==> src/hdl/noc_mesh_mapping_cost_core_macros.svh <==
// Assertion macros shared by the mesh mapping cost core.
// Each macro expands to a labeled concurrent assertion in simulation and to
// nothing in synthesis.
`ifndef NOC_MESH_MAPPING_COST_CORE_MACROS_SVH
`define NOC_MESH_MAPPING_COST_CORE_MACROS_SVH

`ifndef SYNTHESIS

// Whenever ante holds, cons must hold in the same cycle.
`define NMMC_ASSERT_IMP(label, clk, rst_n, ante, cons) \
	label: assert property (@(posedge clk) disable iff (!rst_n) (ante) |-> (cons)) \
		else $error("same-cycle implication check failed");

// Whenever ante holds, cons must hold in the following cycle.
`define NMMC_ASSERT_NEXT(label, clk, rst_n, ante, cons) \
	label: assert property (@(posedge clk) disable iff (!rst_n) (ante) |=> (cons)) \
		else $error("next-cycle implication check failed");

`else

`define NMMC_ASSERT_IMP(label, clk, rst_n, ante, cons)
`define NMMC_ASSERT_NEXT(label, clk, rst_n, ante, cons)

`endif

`endif

==> src/hdl/nmmc_pkg.sv <==
`timescale 1ns / 1ps

package nmmc_pkg;

	// Field widths.
	localparam int CMD_W      = 2;
	localparam int CORE_W     = 8;
	localparam int SLOT_IN_W  = 8;
	localparam int BW_W       = 24;
	localparam int COST_W     = 48;
	localparam int CFG_IDX_W  = 1;
	localparam int CFG_DATA_W = 9;

	// Bandwidth table geometry: one entry per ordered core pair.
	localparam int BW_ADDR_W = 2 * CORE_W;
	localparam int BW_DEPTH  = 1 << BW_ADDR_W;

	localparam logic [COST_W-1:0] COST_MAX = {COST_W{1'b1}};

	// Command codes.
	localparam logic [CMD_W-1:0] CMD_WRITE_BW   = 2'd0;
	localparam logic [CMD_W-1:0] CMD_WRITE_SLOT = 2'd1;
	localparam logic [CMD_W-1:0] CMD_EVAL       = 2'd2;

	// Configuration register indexes and reset values.
	localparam logic [CFG_IDX_W-1:0] REG_MESH_COLUMNS = 1'b0;
	localparam logic [CFG_IDX_W-1:0] REG_TILES_IN_USE = 1'b1;
	localparam logic [CFG_DATA_W-1:0] MESH_COLUMNS_RST = 9'd12;
	localparam logic [CFG_DATA_W-1:0] TILES_IN_USE_RST = 9'd144;

	typedef struct packed {
		logic [CMD_W-1:0]     command;
		logic [CORE_W-1:0]    pair_first_core;
		logic [CORE_W-1:0]    pair_second_core;
		logic [BW_W-1:0]      bandwidth;
		logic [SLOT_IN_W-1:0] slot;
		logic [CORE_W-1:0]    core_at_slot;
	} cmd_t;

	typedef struct packed {
		logic [COST_W-1:0] total_cost;
		logic              saturated;
	} res_t;

	// Commands from the controller to the datapath.
	typedef struct packed {
		logic clr_en;
		logic wr_bw;
		logic wr_slot;
		logic eval_start;
		logic row_issue;
		logic pair_issue;
		logic next_row;
		logic load_result;
	} ctrl_cmd_t;

	// Status from the datapath to the controller.
	typedef struct packed {
		logic clr_last;
		logic tiles_lt2;
		logic pair_last;
		logic row_last;
		logic pipe_busy;
	} ctrl_sts_t;

endpackage

==> src/hdl/nmmc_ctrl.sv <==
`timescale 1ns / 1ps

module nmmc_ctrl
	import nmmc_pkg::*;
(
	input  logic             clk,
	input  logic             arst_n,
	input  logic             cmd_valid,
	input  logic [CMD_W-1:0] cmd_command,
	output logic             cmd_stall,
	output logic             res_valid,
	input  logic             res_stall,
	output ctrl_cmd_t        ctl,
	input  ctrl_sts_t        sts
);

	localparam logic [2:0] ST_CLEAR = 3'd0;
	localparam logic [2:0] ST_IDLE  = 3'd1;
	localparam logic [2:0] ST_ROW   = 3'd2;
	localparam logic [2:0] ST_PAIR  = 3'd3;
	localparam logic [2:0] ST_DRAIN = 3'd4;
	localparam logic [2:0] ST_DONE  = 3'd5;

	logic [2:0] state_q;
	logic [2:0] state_nx;
	logic       res_valid_q;
	logic       res_free;

	// The result register can take a new value once it is empty or being taken.
	assign res_free = !res_valid_q || !res_stall;

	// Next state and command decode.
	always_comb begin
		state_nx = state_q;
		ctl      = '0;
		case (state_q)
			ST_CLEAR: begin
				ctl.clr_en = 1'b1;
				if (sts.clr_last) begin
					state_nx = ST_IDLE;
				end
			end
			ST_IDLE: begin
				if (cmd_valid) begin
					case (cmd_command)
						CMD_WRITE_BW: begin
							ctl.wr_bw = 1'b1;
						end
						CMD_WRITE_SLOT: begin
							ctl.wr_slot = 1'b1;
						end
						CMD_EVAL: begin
							ctl.eval_start = 1'b1;
							state_nx = sts.tiles_lt2 ? ST_DONE : ST_ROW;
						end
						default: begin
						end
					endcase
				end
			end
			ST_ROW: begin
				ctl.row_issue = 1'b1;
				state_nx = ST_PAIR;
			end
			ST_PAIR: begin
				ctl.pair_issue = 1'b1;
				if (sts.pair_last) begin
					ctl.next_row = 1'b1;
					state_nx = sts.row_last ? ST_DRAIN : ST_ROW;
				end
			end
			ST_DRAIN: begin
				if (!sts.pipe_busy) begin
					state_nx = ST_DONE;
				end
			end
			ST_DONE: begin
				if (res_free) begin
					ctl.load_result = 1'b1;
					state_nx = ST_IDLE;
				end
			end
			default: begin
				state_nx = ST_IDLE;
			end
		endcase
	end

	// State register; reset starts the bandwidth table sweep.
	always_ff @(posedge clk or negedge arst_n) begin
		if (!arst_n) begin
			state_q <= ST_CLEAR;
		end else begin
			state_q <= state_nx;
		end
	end

	// Result valid flag.
	always_ff @(posedge clk or negedge arst_n) begin
		if (!arst_n) begin
			res_valid_q <= 1'b0;
		end else if (ctl.load_result) begin
			res_valid_q <= 1'b1;
		end else if (!res_stall) begin
			res_valid_q <= 1'b0;
		end
	end

	assign cmd_stall = (state_q != ST_IDLE);
	assign res_valid = res_valid_q;

endmodule

==> config.mk <==
export PLATFORM = sky130hd
export DESIGN_NAME = nmmc_ctrl
export DESIGN_NICKNAME = d
export VERILOG_FILES = /design/src/hdl/noc_mesh_mapping_cost_core_macros.svh /design/src/hdl/nmmc_pkg.sv /design/src/hdl/nmmc_ctrl.sv
export SDC_FILE = /design/constraint.sdc
export NUM_CORES = 1
export LEC_CHECK = 0
export BUFFER_PORTS_ARGS = -buffer_cell sky130_fd_sc_hd__buf_4
export CAP_MARGIN = 0
export CORE_AREA = 2 2 39 41
export DETAILED_ROUTE_END_ITERATION = 6
export DIE_AREA = 0 0 41 43
export PLACE_DENSITY = 0.58
export SETUP_SLACK_MARGIN = 0.15
export SKIP_LAST_GASP = 1
export SYNTH_ARGS = -nofsm -noshare
export SYNTH_HDL_FRONTEND = slang
export SYNTH_SLANG_ARGS = --single-unit
==> constraint.sdc <==
create_clock -name clk -period 1.5 [get_ports clk]
set_input_delay 0.15 -clock clk [delete_from_list [all_inputs] [get_ports clk]]
set_output_delay 0.15 -clock clk [all_outputs]
set_load 0.05 [all_outputs]
==> results.txt, run 1 <==
Status: complete, but fails checks
Syn Nets: 57
Startpoint types: register
Die Wd: 41 um
NetSw: 0.8201 mW
Placed cell areas: 634.4 um^2
First-pass GRT wire length: 1669 um
Antenna diode count: 0
HPWL after detailed placement: 810.8 um
Mapped Cells: 46
Critical-path maximum fanout: 5
IO Pins: 21
Asr flop ratio synth: 1.000
Power density cells: 2143 nW/um^2
Seq pwr share: 0.145
Top_reg_cell synth: dfrtp_1
Gate power share: 0.771
Final worst-path cycle share: 1.030
Hold crit path type: in2reg
Vias after detailed routing: 463
Core area: 1384 um^2
Worst setup margin: -0.04456 ns
Routability cong.: 0.7306
Synth warn: 0
Fin nets: 92
I/O Buffers: 20
Clock Pin Slew Worst Setup and Hold Paths: 0.04 ns
Total track usage: 0.1385
Worst EP arrival: 1.65 ns
FMAX: 647.4 MHz
CP Capture Type: register
Final hold violation count: 0
Vias/cell: 4.823
Max-cap violations: 0
Pin count of the biggest net entering global routing: 8
Period minus WS final: 1.545 ns
Cell internal pwr: 0.8641 mW
Vias in the first global route: 442
Post-synth EDFFs: 0
Clock sink total: 4
CTS tree: done
Worst path required time: 1.60 ns
Max VDD drop: 1078 uV
DR iter-0 viols: 3
Initial Utilization: 0.2604
Routed len/inst: 10.86 um
Synth area leader: dfrtp_1
FF+latch count, synth: 4
Clock skew: 0.007776 ns
Post-synth top cells: nand2_1 (6), dfrtp_1 (4), inv_1 (4), nor2_1 (4), nor3_1 (3)
Full die area: 1763 um^2
Hold Startpoint: res_stall
Net Sw Frac: 0.4869
Post-synth top area share: 0.2778
Clock network power share: 0.084
Endpoints failing setup: 2
Latest clock arrival within the worst-skew pair: 0.23 ns
Slew @ Worst Pin: 0.2155 ns
First drt pass iteration count: 4
Num CTS Buffers: 3
Finished Cell Area: 785.8 um^2
Clock root buffer: clkbuf_4
Leak pwr: 0.3578 nW
Yosys cell types: 24
Initial antenna violation count: 0
Failing checks: negative setup slack
Post-synthesis sequential area ratio: 0.2778
Setup tns final: -0.07071 ns
Total grt overflow: 0
H-tree Lvls: 1
Mapped cell area: 360.3 um^2
Top-count cell post-synth: nand2_1
Synth area leaders: dfrtp_1 (28%), nand2_1 (6.3%), and2b_4 (5.6%)
Layout area overhead: 118.1%
Total Routed Length: 1043 um
Syn_area_per_cell: 7.834 um^2
Layout cells sized above 1: 0.7375
DRC errors left: 0
RSZ-0062 raised after global routing: true
Slew margin rel.: 0.8560
Maximum root-to-sink buffer count: 2
Rows: 14
Reg2reg start: state_q[1]
CP startpoint: state_q[1]
Crit path kind: reg2reg
Die Y: 43 um
Antenna-violating nets left: 0
Final Slew Violations: 0
critical path, cell delays in order (launching register included):
cell       delay, ns
dfrtp_2         0.44
buf_4           0.15
or4_4           0.42
o2111ai_2       0.09
mux2_4          0.32
final cells by class:
cell class | count | area, um^2
clock buffers | 4 | 26.28
fillers | 146 | 598.1
inverters | 4 | 17.52
multi-input cells | 36 | 329.1
flip-flops and latches | 4 | 105.1
well taps | 16 | 20.02
repair buffers | 32 | 287.8
cells in the final DEF, fill, tap and decap left out, types with 2 or more instances in the layout:
cell type,n
nand2_2,2
nor3b_4,2
nand3b_1,2
buf_8,3
dfrtp_2,4
clkbuf_4,3
o21ai_0,2
and2b_4,2
buf_6,6
nand2_1,4
nor2_4,2
buf_4,22
nor2_1,2
inv_1,2
nor3_4,3
per-layer routing:
metal / global-route usage / part of all wire / vias to the layer above
met2: 0.2344 / 0.53 / 18
met1: 0.1513 / 0.38 / 213
met4: 0.08000 / 0.025 / 0
met3: 0.02094 / 0.066 / 4
met5: 0 / 0 / -
li1: - / - / 228
power by group through the flow:
stage	logic, mW	registers, mW	clock network (mW)
2_1_floorplan	0.765	0.257	0
3_3_place_gp	1.04	0.246	0
3_5_place_dp	1.05	0.250	0
4_1_cts	1.22	0.246	0.150
5_1_grt	1.39	0.254	0.152
6_report	1.30	0.244	0.141
cells by family after synthesis:
kind of cell           share of synthesized area
AND/OR/NAND/NOR                           0.4028
multiplexers                             0.04165
AO/OA/AOI/OAI                             0.1945
buffers and inverters                    0.08331
flip-flops                                0.2778
registers in the layout (all words and copies together) (netlist names):
signal,count
state_q,3
res_valid,1
final timing paths:
path,to,slack (ns),depth (start not counted)
max,state_q[0],-0.04,4
min,res_valid,0.16,3
max reg2reg,state_q[0],-0.04,4
min reg2reg,res_valid,0.54,2
max in group asynchronous,state_q[0],1.10,2
min in group asynchronous,res_valid,0.28,2
per-stage QoR:
step             util  std cells  power, mW  hold WS [ns]  setup WS, ns
2_1_floorplan       -         46      1.022       -0.1456      -0.02816
3_3_place_gp   0.4584         85      1.290      -0.05330       0.02508
3_5_place_dp   0.4584         85      1.301      -0.05322     -0.001978
4_1_cts        0.5389         94      1.618        0.1532      -0.04894
5_1_grt        0.5678         96      1.794        0.1784      -0.09003
6_report       0.5678         96      1.684        0.1575      -0.04456
repair_timing:
| action | CTS | global route |
|---|---|---|
| setup endpoints to repair | 9 | 10 |
| hold buffers | 1 | 0 |
| pin swaps | 4 | 1 |
| endpoints found under the hold margin | 4 | 0 |
| resized for setup | 13 | 7 |
| buffers inserted | 4 | 2 |
No activity file was read; power rests on OpenSTA's default activity.
==> run 2: changes to the inputs <==
CTS_BUF_LIST = sky130_fd_sc_hd__clkbuf_16   (was not set)
CTS_CLUSTER_DIAMETER = 150   (was not set)
HOLD_SLACK_MARGIN = 0.08   (was not set)
==> results.txt, run 2 (synthesis gave the netlist of run 1 again) <==
Cell internal pwr: 1.087 mW
Core area: 1384 um^2
Placed cell areas: 634.4 um^2
Rows: 14
Layout area overhead: 130.6%
Vias after detailed routing: 448
Sequential Area: 105.1 um^2
Total Routed Length: 1081 um
Final Slew Violations: 0
Slew @ Worst Pin: 0.2158 ns
Initial Utilization: 0.2604
CP Capture Type: primary output
Seq pwr share: 0.127
Total grt overflow: 0
Status: complete, but fails checks
# fillers: 140
Clock skew: 0.003262 ns
Failing checks: negative setup slack
Full die area: 1763 um^2
Clock Pin Slew Worst Setup and Hold Paths: 0.03 ns
Hold Startpoint: res_stall
First drt pass iteration count: 3
Endpoints failing setup: 2
Final hold violation count: 0
Startpoint types: register
Post-Place Setup Slack: -0.001978 ns
Total track usage: 0.1486
Most frequent cells in the layout: buf_4 (20), buf_6 (6), nand2_1 (4), inv_1 (4), dfrtp_2 (4)
Pin count of the biggest net entering global routing: 8
Net Sw Frac: 0.4405
Num CTS Buffers: 3
Placed Cells: 85
CTS tree: done
Routability cong.: 0.7306
FMAX: 654.7 MHz
NetSw: 0.8555 mW
Post-Layout Cell Count: 94
CP startpoint: state_q[2]
Period minus WS final: 1.527 ns
Maximum root-to-sink buffer count: 2
Commonest non-fill, non-tap cell in the layout: buf_4
Die Y: 43 um
Layout cells sized above 1: 0.7179
Latest clock arrival within the worst-skew pair: 0.22 ns
Antenna-violating nets left: 0
Worst EP arrival: 1.38 ns
Clock network power share: 0.213
Vias in the first global route: 459
Vias/cell: 4.766
Biggest register: state_q
Setup tns final: -0.02784 ns
Final worst-path cycle share: 1.018
Max VDD drop: 1456 uV
Antenna diode count: 0
H-tree Lvls: 1
Worst setup margin: -0.02749 ns
IO Pins: 21
Largest register FFs: 3
Worst path required time: 1.35 ns
First-pass GRT wire length: 1766 um
Finished Cell Area: 830.8 um^2
Leak pwr: 0.3760 nW
Fin nets: 90
Routed len/inst: 11.50 um
RSZ-0062 raised after global routing: true
Multi-input logic area: 336.6 um^2
Clock sink total: 4
HPWL after detailed placement: 810.8 um
Max-cap violations: 0
DR iter-0 viols: 1
Slew margin rel.: 0.8558
Crit path kind: reg2out
DRC errors left: 0
Die Wd: 41 um
Clock root buffer: clkbuf_16
Power density cells: 2338 nW/um^2
Hold crit path type: in2reg
Initial antenna violation count: 0
Reg2reg start: state_q[0]
Gate power share: 0.660
Critical-path maximum fanout: 6
I/O Buffers: 20
[run 2: cell count changes in the layout (fill, tap and decap cells not counted)]
| cell | previous run | this run |
|---|---|---|
| buf_4 | 22 | 20 |
| clkbuf_1 | 1 | 0 |
| clkbuf_16 | 0 | 3 |
| clkbuf_4 | 3 | 0 |
| inv_1 | 2 | 4 |
| inv_2 | 1 | 0 |
| o21ai_2 | 1 | 0 |
| o21ai_4 | 0 | 1 |
[run 2: what timing repair did]
item | CTS | global route
resized for setup | 13 | 7
buffers inserted | 3 | 1
hold buffers | 1 | 0
endpoints found under the setup margin | 9 | 11
pin swaps | 4 | 3
endpoints found under the hold margin | 4 | 0
[run 2: area by class of cell]
cell class | instances | share of cell area
Tap cell | 16 | 0.02410
Clock buffer | 3 | 0.09036
Clock inverter | 1 | 0.004518
Timing Repair Buffer | 30 | 0.3283
Multi-Input combinational cell | 36 | 0.4051
Inverter | 4 | 0.02108
Sequential cell | 4 | 0.1265
[run 2: stage by stage]
stage | hold slack (ns) | util | power, mW
6_report | 0.1689 | 0.6004 | 1.942
5_1_grt | 0.1975 | 0.6004 | 2.062
4_1_cts | 0.1728 | 0.5714 | 1.881
3_5_place_dp | -0.05322 | 0.4584 | 1.301
3_3_place_gp | -0.05330 | 0.4584 | 1.290
2_1_floorplan | -0.1456 | - | 1.022
[run 2: power groups by stage]
stage | clock [mW] | combinational (mW) | sequential, mW
floorplan | 0 | 0.765 | 0.257
global placement | 0 | 1.04 | 0.246
detailed placement | 0 | 1.05 | 0.250
CTS | 0.420 | 1.21 | 0.247
global route | 0.429 | 1.37 | 0.260
finish | 0.414 | 1.28 | 0.248
[run 2: layer usage]
metal  GRT usage  vias to the layer above  share of wire
met5           0                        -              0
met2      0.2438                       17           0.54
met1      0.1546                      204           0.36
met4      0.1067                        0          0.035
met3     0.03141                        5          0.064
li1            -                      222              -
[run 2: path summary, 6_finish.rpt]
path | cells past startpoint | end | slack (ns)
worst max-delay path | 4 | ctl[5] | -0.03
worst min-delay path | 3 | res_valid | 0.17
worst max register to register | 3 | state_q[0] | 0
worst min register to register | 2 | res_valid | 0.54
max in group asynchronous | 2 | state_q[0] | 1.12
min in group asynchronous | 2 | state_q[1] | 0.27
[run 2: critical path, stage by stage, from the launching register on]
cell and delay, ns:
dfrtp_2 0.45, nor3b_4 0.23, nand2_2 0.12, nor3b_4 0.18, buf_6 0.18
